File: src/csbc_pkg.sv
// shared types, character codes and status codes for the c syntax balance checker
package csbc_pkg;

   localparam int COUNT_BITS = 16;

   localparam logic [7:0] CH_NEWLINE = 8'h0A;
   localparam logic [7:0] CH_DQUOTE  = 8'h22;
   localparam logic [7:0] CH_SQUOTE  = 8'h27;
   localparam logic [7:0] CH_LPAREN  = 8'h28;
   localparam logic [7:0] CH_RPAREN  = 8'h29;
   localparam logic [7:0] CH_STAR    = 8'h2A;
   localparam logic [7:0] CH_SLASH   = 8'h2F;
   localparam logic [7:0] CH_LBRACK  = 8'h5B;
   localparam logic [7:0] CH_BSLASH  = 8'h5C;
   localparam logic [7:0] CH_RBRACK  = 8'h5D;
   localparam logic [7:0] CH_LBRACE  = 8'h7B;
   localparam logic [7:0] CH_RBRACE  = 8'h7D;
   localparam logic [7:0] CH_A       = 8'h61;
   localparam logic [7:0] CH_B       = 8'h62;
   localparam logic [7:0] CH_F       = 8'h66;
   localparam logic [7:0] CH_N       = 8'h6E;
   localparam logic [7:0] CH_R       = 8'h72;
   localparam logic [7:0] CH_T       = 8'h74;
   localparam logic [7:0] CH_V       = 8'h76;

   typedef enum logic [5:0] {
      LX_NORMAL  = 6'b000001,
      LX_SLASH   = 6'b000010,
      LX_LINE    = 6'b000100,
      LX_BLOCK   = 6'b001000,
      LX_LITERAL = 6'b010000,
      LX_HALTED  = 6'b100000
   } lexer_state_type;

   typedef enum logic [3:0] {
      ST_OK           = 4'd0,
      ST_BAD_ESCAPE   = 4'd1,
      ST_LIT_NEWLINE  = 4'd2,
      ST_LIT_EOF      = 4'd3,
      ST_NESTED       = 4'd4,
      ST_OPEN_COMMENT = 4'd5,
      ST_BRACES       = 4'd6,
      ST_PARENS       = 4'd7,
      ST_BRACKETS     = 4'd8
   } status_type;

   typedef struct packed {
      lexer_state_type state;
      logic [7:0]      prev;
      logic [7:0]      quote;
   } lex_regs_type;

   typedef struct packed {
      logic inc;
      logic dec;
   } count_op_type;

   typedef struct packed {
      count_op_type brace;
      count_op_type paren;
      count_op_type bracket;
      logic         clear;
   } count_ops_type;

   typedef struct packed {
      logic brace_zero;
      logic paren_zero;
      logic bracket_zero;
   } depth_flags_type;

   typedef struct packed {
      logic       fire;
      status_type status;
      logic [7:0] bad_char;
   } result_type;

endpackage

File: src/c_syntax_balance_checker_core.sv
// top level of the c syntax balance checker
//
// Takes C source one byte per transfer on the req_ channel (req_mode = 0, byte in
// req_data_byte) and an end-of-file transfer (req_mode = 1). The lexer follows
// plain text, comments and string or character literals and keeps saturating
// counts of braces, parentheses and brackets.
// A result transfer on the rsp_ channel comes at once for a bad escape, a newline
// in a literal or a nested block comment; the checker then ignores bytes until
// end of file. End of file always yields a verdict unless halted, and clears all
// state so the next file starts fresh.
// A result is registered and is on rsp_ in the cycle after the transfer that caused it.
// Throughput: one byte per cycle; the whole lexer step is one level of compares
// and one counter add between the state registers and the result register.
// If the receiver stalls with a result held, req_ready drops until that result
// is taken; the slot frees in the same cycle it is taken.
// Reset: synchronous, active high; lexer in plain text, counts zero, no result.
module c_syntax_balance_checker_core (
   input  logic       clock,
   input  logic       reset,
   input  logic       req_valid,
   output logic       req_ready,
   input  logic       req_mode,
   input  logic [7:0] req_data_byte,
   output logic       rsp_valid,
   input  logic       rsp_ready,
   output logic [3:0] rsp_status,
   output logic [7:0] rsp_bad_char
);
   import csbc_pkg::*;

   lex_regs_type    lex_ff;
   lex_regs_type    lex_in;
   lex_regs_type    lex_nxt;
   count_ops_type   ops;
   depth_flags_type flags;
   result_type      res;

   logic       rsp_valid_ff;
   logic       rsp_valid_in;
   status_type status_ff;
   status_type status_in;
   logic [7:0] bad_char_ff;
   logic [7:0] bad_char_in;
   logic       req_xfer;

   assign req_ready = !rsp_valid_ff || rsp_ready;
   assign req_xfer  = req_valid && req_ready;

   csbc_lexer u_lexer (
      .mode      (req_mode),
      .data_byte (req_data_byte),
      .cur       (lex_ff),
      .flags     (flags),
      .nxt       (lex_nxt),
      .ops       (ops),
      .res       (res)
   );

   csbc_depth_counter u_brace (
      .clock (clock),
      .reset (reset),
      .en    (req_xfer),
      .clear (ops.clear),
      .op    (ops.brace),
      .zero  (flags.brace_zero)
   );

   csbc_depth_counter u_paren (
      .clock (clock),
      .reset (reset),
      .en    (req_xfer),
      .clear (ops.clear),
      .op    (ops.paren),
      .zero  (flags.paren_zero)
   );

   csbc_depth_counter u_bracket (
      .clock (clock),
      .reset (reset),
      .en    (req_xfer),
      .clear (ops.clear),
      .op    (ops.bracket),
      .zero  (flags.bracket_zero)
   );

   always_comb begin
      lex_in       = lex_ff;
      rsp_valid_in = rsp_valid_ff;
      status_in    = status_ff;
      bad_char_in  = bad_char_ff;
      if (rsp_ready) rsp_valid_in = 1'b0;
      if (req_xfer) begin
         lex_in = lex_nxt;
         if (res.fire) begin
            rsp_valid_in = 1'b1;
            status_in    = res.status;
            bad_char_in  = res.bad_char;
         end
      end
   end

   always_ff @(posedge clock) begin
      if (reset) begin
         lex_ff.state <= LX_NORMAL;
         lex_ff.prev  <= '0;
         lex_ff.quote <= '0;
         rsp_valid_ff <= 1'b0;
      end else begin
         lex_ff       <= lex_in;
         rsp_valid_ff <= rsp_valid_in;
      end
   end

   always_ff @(posedge clock) begin
      status_ff   <= status_in;
      bad_char_ff <= bad_char_in;
   end

   assign rsp_valid    = rsp_valid_ff;
   assign rsp_status   = status_ff;
   assign rsp_bad_char = bad_char_ff;

   // the offending byte is only reported with a bad escape
   a_bad_char_only_escape : assert property (@(posedge clock) disable iff (reset)
      rsp_valid && rsp_status != ST_BAD_ESCAPE |-> rsp_bad_char == 8'h00)
      else $error("bad_char set on a status other than bad escape");

   // end of file returns the lexer and all counts to their reset values
   a_eof_clears : assert property (@(posedge clock) disable iff (reset)
      req_valid && req_ready && req_mode |=>
         lex_ff.state == LX_NORMAL && lex_ff.prev == 8'h00 && lex_ff.quote == 8'h00 &&
         flags.brace_zero && flags.paren_zero && flags.bracket_zero)
      else $error("state not cleared after end of file");

   // status codes stay within the defined range
   a_status_range : assert property (@(posedge clock) disable iff (reset)
      rsp_valid |-> rsp_status <= ST_BRACKETS)
      else $error("status code out of range");

   // a halted lexer produces nothing for source bytes
   a_halted_silent : assert property (@(posedge clock) disable iff (reset)
      req_valid && req_ready && !req_mode && lex_ff.state == LX_HALTED |=>
         lex_ff.state == LX_HALTED && !($rose(rsp_valid)))
      else $error("halted lexer reacted to a source byte");

endmodule

File: src/csbc_depth_counter.sv
// saturating signed nesting counter for one bracket kind
module csbc_depth_counter (
   input  logic                   clock,
   input  logic                   reset,
   input  logic                   en,
   input  logic                   clear,
   input  csbc_pkg::count_op_type op,
   output logic                   zero
);
   import csbc_pkg::*;

   localparam logic [COUNT_BITS-1:0] MAX_DEPTH = {1'b0, {(COUNT_BITS-1){1'b1}}};
   localparam logic [COUNT_BITS-1:0] MIN_DEPTH = {1'b1, {(COUNT_BITS-1){1'b0}}};
   localparam logic [COUNT_BITS-1:0] ONE       = {{(COUNT_BITS-1){1'b0}}, 1'b1};

   logic [COUNT_BITS-1:0] depth_ff;
   logic [COUNT_BITS-1:0] depth_in;

   always_comb begin
      depth_in = depth_ff;
      if (en) begin
         if (clear) begin
            depth_in = '0;
         end else if (op.inc && depth_ff != MAX_DEPTH) begin
            depth_in = depth_ff + ONE;
         end else if (op.dec && depth_ff != MIN_DEPTH) begin
            depth_in = depth_ff - ONE;
         end
      end
   end

   always_ff @(posedge clock) begin
      if (reset) begin
         depth_ff <= '0;
      end else begin
         depth_ff <= depth_in;
      end
   end

   assign zero = (depth_ff == '0);

endmodule

File: src/csbc_lexer.sv
// one-byte lexer step: next lexer state, counter updates and any result
module csbc_lexer (
   input  logic                      mode,
   input  logic [7:0]                data_byte,
   input  csbc_pkg::lex_regs_type    cur,
   input  csbc_pkg::depth_flags_type flags,
   output csbc_pkg::lex_regs_type    nxt,
   output csbc_pkg::count_ops_type   ops,
   output csbc_pkg::result_type      res
);
   import csbc_pkg::*;

   lex_regs_type  norm_regs;
   count_ops_type norm_ops;
   logic          escape_ok;

   // plain-text handling, also used for the byte after a lone slash
   always_comb begin
      norm_regs       = cur;
      norm_regs.state = LX_NORMAL;
      norm_ops        = '0;
      case (data_byte)
         CH_SLASH: norm_regs.state = LX_SLASH;
         CH_DQUOTE, CH_SQUOTE: begin
            norm_regs.state = LX_LITERAL;
            norm_regs.quote = data_byte;
            norm_regs.prev  = data_byte;
         end
         CH_LBRACE: norm_ops.brace.inc   = 1'b1;
         CH_RBRACE: norm_ops.brace.dec   = 1'b1;
         CH_LPAREN: norm_ops.paren.inc   = 1'b1;
         CH_RPAREN: norm_ops.paren.dec   = 1'b1;
         CH_LBRACK: norm_ops.bracket.inc = 1'b1;
         CH_RBRACK: norm_ops.bracket.dec = 1'b1;
         default: ;
      endcase
   end

   always_comb begin
      escape_ok = (data_byte == cur.quote) ||
                  (data_byte inside {CH_A, CH_B, CH_T, CH_N, CH_V, CH_F, CH_R, CH_BSLASH});
   end

   always_comb begin
      nxt          = cur;
      ops          = '0;
      res.fire     = 1'b0;
      res.status   = ST_OK;
      res.bad_char = '0;
      if (mode) begin
         nxt.state = LX_NORMAL;
         nxt.prev  = '0;
         nxt.quote = '0;
         ops.clear = 1'b1;
         if (cur.state != LX_HALTED) begin
            res.fire = 1'b1;
            if (cur.state == LX_LITERAL)  res.status = ST_LIT_EOF;
            else if (cur.state == LX_BLOCK) res.status = ST_OPEN_COMMENT;
            else if (!flags.brace_zero)     res.status = ST_BRACES;
            else if (!flags.paren_zero)     res.status = ST_PARENS;
            else if (!flags.bracket_zero)   res.status = ST_BRACKETS;
         end
      end else begin
         case (cur.state)
            LX_NORMAL: begin
               nxt = norm_regs;
               ops = norm_ops;
            end
            LX_SLASH: begin
               if (data_byte == CH_SLASH) begin
                  nxt.state = LX_LINE;
               end else if (data_byte == CH_STAR) begin
                  nxt.state = LX_BLOCK;
                  nxt.prev  = '0;
               end else begin
                  nxt = norm_regs;
                  ops = norm_ops;
               end
            end
            LX_LINE: begin
               if (data_byte == CH_NEWLINE) nxt.state = LX_NORMAL;
            end
            LX_BLOCK: begin
               if (cur.prev == CH_SLASH && data_byte == CH_STAR) begin
                  nxt.state  = LX_HALTED;
                  res.fire   = 1'b1;
                  res.status = ST_NESTED;
               end else if (cur.prev == CH_STAR && data_byte == CH_SLASH) begin
                  nxt.state = LX_NORMAL;
                  nxt.prev  = '0;
               end else begin
                  nxt.prev = data_byte;
               end
            end
            LX_LITERAL: begin
               if (data_byte == cur.quote && cur.prev != CH_BSLASH) begin
                  nxt.state = LX_NORMAL;
                  nxt.prev  = '0;
               end else if (cur.prev == CH_BSLASH) begin
                  if (escape_ok) begin
                     // an escaped backslash must not escape the next byte
                     nxt.prev = (data_byte == CH_BSLASH) ? 8'h00 : data_byte;
                  end else begin
                     nxt.state    = LX_HALTED;
                     res.fire     = 1'b1;
                     res.status   = ST_BAD_ESCAPE;
                     res.bad_char = data_byte;
                  end
               end else if (data_byte == CH_NEWLINE) begin
                  nxt.state  = LX_HALTED;
                  res.fire   = 1'b1;
                  res.status = ST_LIT_NEWLINE;
               end else begin
                  nxt.prev = data_byte;
               end
            end
            default: ;
         endcase
      end
   end

endmodule

File: config.mk
export PLATFORM = sky130hd
export DESIGN_NAME = c_syntax_balance_checker_core
export DESIGN_NICKNAME = d
export VERILOG_FILES = /design/src/csbc_pkg.sv /design/src/c_syntax_balance_checker_core.sv /design/src/csbc_depth_counter.sv /design/src/csbc_lexer.sv
export SDC_FILE = /design/constraint.sdc
export NUM_CORES = 1
export LEC_CHECK = 0
export BUFFER_PORTS_ARGS = -buffer_cell sky130_fd_sc_hd__buf_2
export CORE_MARGIN = 2
export CORE_UTILIZATION = 50
export CTS_BUF_LIST = sky130_fd_sc_hd__clkbuf_16
export DETAILED_ROUTE_END_ITERATION = 7
export PLACE_DENSITY = 0.64
export REMOVE_ABC_BUFFERS = 1
export SETUP_SLACK_MARGIN = 0.5
export SLEW_MARGIN = 5
export SYNTH_ARGS = -nofsm -noshare
export SYNTH_HDL_FRONTEND = slang
export SYNTH_SLANG_ARGS = --single-unit
export TNS_END_PERCENT = 30
File: constraint.sdc
create_clock -name clock -period 8.11 [get_ports clock]
set_clock_uncertainty 0.1 [all_clocks]
set_input_delay 0 -clock clock [delete_from_list [all_inputs] [get_ports clock]]
set_output_delay 0 -clock clock [all_outputs]
set_load 0.03 [all_outputs]
==> impl_metrics.json, run 1 <==
{
  "status": "complete, no violations",
  "finalCritPeriodShare_pct": 58.3,
  "rsz0062_at_grt": "false",
  "required_ps": 8240,
  "h-tree-depth": 3,
  "crit_fanout": 17,
  "drtIter0Drc": 329,
  "clock_power_share_pct": 38.7,
  "cts.path.max_buffers": 2,
  "ios": 27,
  "pwr-share-comb_pct": 24.7,
  "synth_area_leaders": "dfxtp_1, ha_1, edfxtp_1",
  "diodes": 0,
  "worst-setup-path-type": "flop to flop",
  "fin_tns_setup_ps": 0,
  "r2r_slack_ps": 3380,
  "crit_path_start_kind": "flop",
  "drv_cap": 0,
  "ys_seq_area_share_pct": 28.4,
  "rows": 40,
  "port_buffers": 26,
  "place_inst": 933,
  "antenna_found_initial": 0,
  "power.leakage_nw": 2.64,
  "chipHeight_um": 116,
  "cts_tree": "built",
  "synthAdderAreaFrac_pct": 10.5,
  "synth_most_common_cell": "dfxtp_1",
  "maxSlewViolCount": 0,
  "synth_compound_area_share_pct": 21.9,
  "hp-class": "input pin to flop",
  "clkLatencyLatePin_ps": 350,
  "cp-end-kind": "flop",
  "worstSetupEndpoint": "u_bracket.depth_ff[15]$_SDFFE_PP0P_",
  "cts-root-buf": "clkbuf_16",
  "start_util_pct": 51.8,
  "seqPwrFrac_pct": 36.6,
  "startpoint": "lex_ff[18]$_SDFFE_PP0P_",
  "nFillCells": 1163,
  "grt_pass1_wl_um": 27200,
  "die_area_sq_um": 13500,
  "overflow": 0,
  "drtAntennaViolNets": 0,
  "ctsResizeCount": 0,
  "syn_to_final_growth_pct": 10.1,
  "powerDensity_nw_per_um2": 180,
  "hold_violations": 0,
  "vias": 5912,
  "multi_input_area_sq_um": 4260,
  "clk_pin_slew_ps": 70,
  "cts_buffers": 9,
  "regArea_sq_um": 1780,
  "layout.nets": 848,
  "gp_congestion": 0.918,
  "place_hpwl_um": 11300,
  "cp.arrival_ps": 4860,
  "yosys.area.top_type": "dfxtp_1",
  "drive_gt1_share_pct": 7.60,
  "synth-edff-count": 12,
  "ir_drop_mv": 0.105,
  "grt_start_max_net_pins": 55,
  "min_period_ps": 4730,
  "synth_xor_area_share_pct": 5.30,
  "ys_warn_count": 0,
  "drtPass1Iterations": 4,
  "p_sw_uw": 379,
  "chipWidth_um": 116,
  "synth.top_cells.by_count": "dfxtp_1, a21oi_1, nand2_1",
  "synth.top_cell.area_share_pct": 22.7,
  "grt_pass1_vias": 5639,
  "wl_per_cell_um": 17.0,
  "fmax_ghz": 0.211,
  "ys_seq_elements": 83,
  "async_flop_share_pct": 0,
  "postSynthCellCount": 776,
  "rr_worst_depth": 12,
  "placeableCoreArea_sq_um": 12100,
  "max_slew_margin_pct": 26.9,
  "setup_viol": 0,
  "yosys.cell_types.count": 76,
  "synth_top_family_by_area": "simple AND/OR/NAND/NOR gates",
  "vias_per_cell": 6.18,
  "drc": 0,
  "r2r-end": "u_bracket.depth_ff[15]$_SDFFE_PP0P_",
  "finalNonFillerCells": 957,
  "synth-simple-area-share_pct": 29.1,
  "track_usage_pct": 25.3,
  "p_int_uw": 864,
  "switching_share_pct": 30.5,
  "worst_slew_pin_slew_ps": 1100,
  "clock_sinks": 83,
  "synth_area_sq_um": 6270,
  "total_power_mw": 1.24,
  "wirelength_um": 16300,
  "crit-reg2reg-launch": "lex_ff[18]$_SDFFE_PP0P_",
  "synth_ff_type": "dfxtp_1",
  "syn_avg_cell_area_sq_um": 8.09,
  "synthMuxAreaShare_pct": 0.638
}
-- flip-flops by register name, summed over array words and instances, names as in the netlist --
register            flops
lex_ff                 22
rsp_bad_char            8
rsp_status              4
rsp_valid               1
u_brace.depth_ff       16
u_bracket.depth_ff     16
u_paren.depth_ff       16
-- cells by family (layout without fill, tap and decap cells) --
group,Yosys count,after routing
muxes,4,4
DFF,83,83
buffers and inverters,62,75
adders and majority gates,51,51
AOI/OAI and AO/OA,209,209
xor gates and xnor gates,38,38
and+or+nand+nor,329,329
-- metrics by stage --
stage | cell area (sq um) | setup WS, ps | hold WS, ps | util (%)
global route | 6910 | 3130 | 44.8 | 57.0
floorplan | 6100 | 4180 | -30.9 | -
global placement | 6490 | 3590 | 216 | 53.6
CTS | 6910 | 3410 | 2.00 | 57.0
finish | 6910 | 3380 | 21.6 | 57.0
detailed placement | 6490 | 3420 | 206 | 53.6
-- area by class of cell --
class | count | share of cell area [%]
clock buffers | 9 | 3.26
repair buffers | 37 | 3.37
inverters | 22 | 1.20
well taps | 168 | 3.04
flip-flops and latches | 83 | 25.8
clock inverters | 7 | 1.67
multi-input cells | 631 | 61.7
-- worst min path at each step --
stage                                         end        startpoint  depth (start not counted)
floorplan                  lex_ff[0]$_SDFFE_PP0P_             reset                          1
global placement             rsp_valid$_SDFF_PP0_         req_valid                          3
detailed placement           rsp_valid$_SDFF_PP0_         req_valid                          3
CTS                       lex_ff[13]$_SDFFE_PP0P_  req_data_byte[5]                          4
global route        rsp_bad_char[5]$_SDFFCE_PP0P_  req_data_byte[5]                          2
finish                    lex_ff[13]$_SDFFE_PP0P_  req_data_byte[5]                          4
-- per-layer routing --
metal / GRT usage [%] / share of wire (%)
met2: 42.1 / 47
met5: 0 / 0
met3: 5.44 / 4.7
met1: 32.6 / 46
met4: 8.89 / 2.4
-- timing repair --
action                                 4_1_cts  5_1_grt
hold buffers                                 8        0
endpoints found under the hold margin       19        0
buffers inserted                             0        0
-- power groups by stage --
stage	Sequential [mW]	Clock [mW]	Combinational, mW
after floorplan	0.466	0	0.219
after global placement	0.464	0	0.295
after detailed placement	0.465	0	0.299
after CTS	0.455	0.493	0.304
after global routing	0.458	0.508	0.342
final	0.456	0.481	0.307
-- cell usage in the layout, fill, tap and decap left out, types with 11 or more instances in the layout --
cell      count
inv_1        22
or3_1        18
nand2_1      65
nor3_1       40
buf_2        26
nor4_1       18
nand4_1      21
edfxtp_1     12
nand3_1      23
and2_1       14
a21oi_1      67
xor2_1       15
and3_1       11
dfxtp_1      71
nor2_1       57
ha_1         48
a21o_1       20
o21ai_0      29
xnor2_1      23
-- worst max-delay path: stages, from the launching register on --
cell and delay, ps:
dfxtp_1 410, nor4_4 400, nand2_2 180, nor4_2 650, inv_1 500, ha_1 470
and3_1 200, a221oi_1 590, o211ai_1 230, nand2_1 110, o31ai_1 110, a21boi_0 140
or4_1 520
No activity file was read; power rests on OpenSTA's default activity.
==> run 2: changes to the inputs <==
ABC_AREA = 1   (was not set)
PLACE_DENSITY = 0.66   (was 0.64)
clock period = 4.2 ns   (was 8.11 ns; I/O delays follow)
==> run 2 against run 1 <==
Non-clock buffer count fell by 2; design area rose by 11%; hold slack improved by 34 ps; sequential share of layout area fell by 2.5 points; largest cell class unchanged.
==> impl_metrics.json, run 2 <==
{
  "cts-root-buf": "clkbuf_16",
  "vias_per_cell": 5.41,
  "finalCritPeriodShare_pct": 81.4,
  "place_inst": 1261,
  "synth_area_sq_um": 7040,
  "cts_setup_buffers": 0,
  "worst_slew_pin_slew_ps": 665,
  "ir_drop_mv": 0.193,
  "grt_start_max_net_pins": 56,
  "ios": 27,
  "h-tree-depth": 3,
  "grt_pass1_vias": 6217,
  "synth_xor_area_share_pct": 3.11,
  "drv_cap": 0,
  "placeableCoreArea_sq_um": 13800,
  "largest_reg_flops": 22,
  "nFillCells": 1403,
  "hold_violations": 0,
  "yosys.cell_types.count": 51,
  "setup_slack_ps": 779,
  "rows": 43,
  "synth-simple-area-share_pct": 40.8,
  "ys_warn_count": 0,
  "synth.top_cell.area_share_pct": 20.2,
  "synthAdderAreaFrac_pct": 9.38,
  "synth.top_cells.by_count": "nand2_1, nor2_1, a21oi_1",
  "finalNonFillerCells": 1282,
  "crit_path_start_kind": "input pin",
  "cts.path.max_buffers": 2,
  "layout.nets": 1161,
  "cp-end-kind": "flop",
  "setup_viol": 0,
  "worst-setup-path-type": "input pin to flop",
  "powerDensity_nw_per_um2": 268,
  "synth_most_common_cell": "nand2_1",
  "syn_to_final_growth_pct": 8.40,
  "synthMuxAreaShare_pct": 0,
  "regMostFlops": "lex_ff",
  "ys_seq_area_share_pct": 25.3,
  "drtIter0Drc": 465,
  "power.leakage_nw": 3.49,
  "gp_congestion": 0.908,
  "track_usage_pct": 24.5,
  "start_util_pct": 50.9,
  "overflow": 0,
  "synth_top_family_by_area": "simple AND/OR/NAND/NOR gates",
  "maxSlewViolCount": 0,
  "min_period_ps": 3420,
  "die_area_sq_um": 15100,
  "drive_gt1_share_pct": 11.3,
  "drc": 0,
  "drtPass1Iterations": 7,
  "wirelength_um": 17800,
  "rsz0062_at_grt": "true",
  "antenna_found_initial": 0,
  "async_flop_share_pct": 0,
  "status": "complete, no violations",
  "hp-class": "input pin to flop",
  "synth_area_leaders": "dfxtp_1, nand2_1, ha_1",
  "drtAntennaViolNets": 0,
  "chipHeight_um": 123,
  "wl_per_cell_um": 13.9,
  "grt_pass1_wl_um": 29600,
  "ys_seq_elements": 83,
  "syn_avg_cell_area_sq_um": 6.58,
  "clk_pin_slew_ps": 60,
  "required_ps": 4380,
  "port_buffers": 26,
  "final_cell_mix": "nand2_1, nor2_1, a21oi_1",
  "postSynthCellCount": 1071,
  "cts_buffers": 9,
  "synth_ff_type": "dfxtp_1",
  "yosys.area.top_type": "dfxtp_1",
  "clkLatencyLatePin_ps": 350,
  "synth_compound_area_share_pct": 13.3,
  "synth-edff-count": 12,
  "max_slew_margin_pct": 55.7,
  "dp_slack_ps": 721,
  "place_hpwl_um": 13300,
  "fin_util_pct": 55.2,
  "clock_sinks": 83,
  "chipWidth_um": 123,
  "crit_fanout": 10,
  "fmax_ghz": 0.292,
  "cts_tree": "built",
  "diodes": 0,
  "vias": 6940,
  "fin_tns_setup_ps": 0,
  "final_common_cell": "nand2_1",
  "cp.arrival_ps": 3600
}
run 2: changes by cell type after synthesis, moves of 14 or more:
cell | previous run | this run
nand3_1 | 23 | 93
nor4_1 | 18 | 4
nor2_1 | 57 | 109
a21oi_1 | 67 | 107
nand2_1 | 65 | 281
inv_2 | 0 | 16
nor3_1 | 40 | 21
or3_1 | 18 | 1
inv_1 | 22 | 101
clkbuf_1 | 29 | 7
nand3_2 | 0 | 18
run 2: worst paths after layout:
path / slack, ps / cells past startpoint / to / from
min reg2reg: 360 / 2 / lex_ff[3]$_SDFFE_PP0P_ / lex_ff[3]$_SDFFE_PP0P_
max reg2reg: 800 / 13 / u_paren.depth_ff[15]$_SDFFE_PP0P_ / lex_ff[20]$_SDFFE_PP0P_
min: 60 / 3 / rsp_bad_char[3]$_SDFFCE_PP0P_ / req_data_byte[3]
max: 780 / 15 / u_paren.depth_ff[15]$_SDFFE_PP0P_ / req_data_byte[7]
run 2: timing repair:
| action | CTS | global route |
|---|---|---|
| resized for setup | 0 | 2 |
| hold buffers | 5 | 0 |
| endpoints found under the hold margin | 6 | 0 |
| endpoints found under the setup margin | 0 | 12 |
run 2: report_power, final:
group / switching, mW / leakage [nW] / internal [mW]
combinational: 0.281 / 2.65 / 0.134
sequential: 0.0264 / 0.691 / 0.829
clock: 0.324 / 0.148 / 0.449
run 2: routing by layer:
metal / up-vias / GRT usage [%] / routed length (um)
li1: 3613 / - / -
met1: 3162 / 33.8 / 8820
met2: 149 / 39.3 / 8070
met3: 16 / 3.02 / 586
met4: 0 / 8.48 / 310
met5: - / 0 / 0
run 2: kinds of logic after synthesis:
| family | after synthesis |
|---|---|
| compound gates | 167 |
| xor+xnor | 25 |
| fa+ha+maj | 51 |
| buf+inv | 138 |
| flops | 83 |
| simple gates | 607 |
run 2: metrics by stage:
step | instance area [sq um] | power [mW] | hold WS [ps]
5_1_grt | 7640 | 2.15 | 61.9
6_report | 7640 | 2.04 | 56.0
2_1_floorplan | 6920 | 1.17 | -37.6
3_3_place_gp | 7300 | 1.28 | 317
4_1_cts | 7630 | 2.06 | 55.6
3_5_place_dp | 7300 | 1.28 | 310
run 2: critical path, cell delays in order:
cell	delay (ps)
dlygate4sd3_1	540
buf_2	160
nor2_1	210
nand3_1	240
nor4_4	290
nand3_1	430
buf_4	340
ha_1	340
a21oi_1	170
a21boi_0	190
nand3_1	130
a21oi_1	200
nand3b_1	130
nand3_1	80
a21oi_1	140
run 2: cell type report:
cell class	instances	area [sq um]	share of cell area [%]
clock buffers	9	225	2.95
well taps	180	225	2.95
flip-flops and latches	83	1780	23.3
repair buffers	35	210	2.75
clock inverters	7	53.8	0.705
inverters	118	443	5.80
multi-input cells	850	4700	61.5
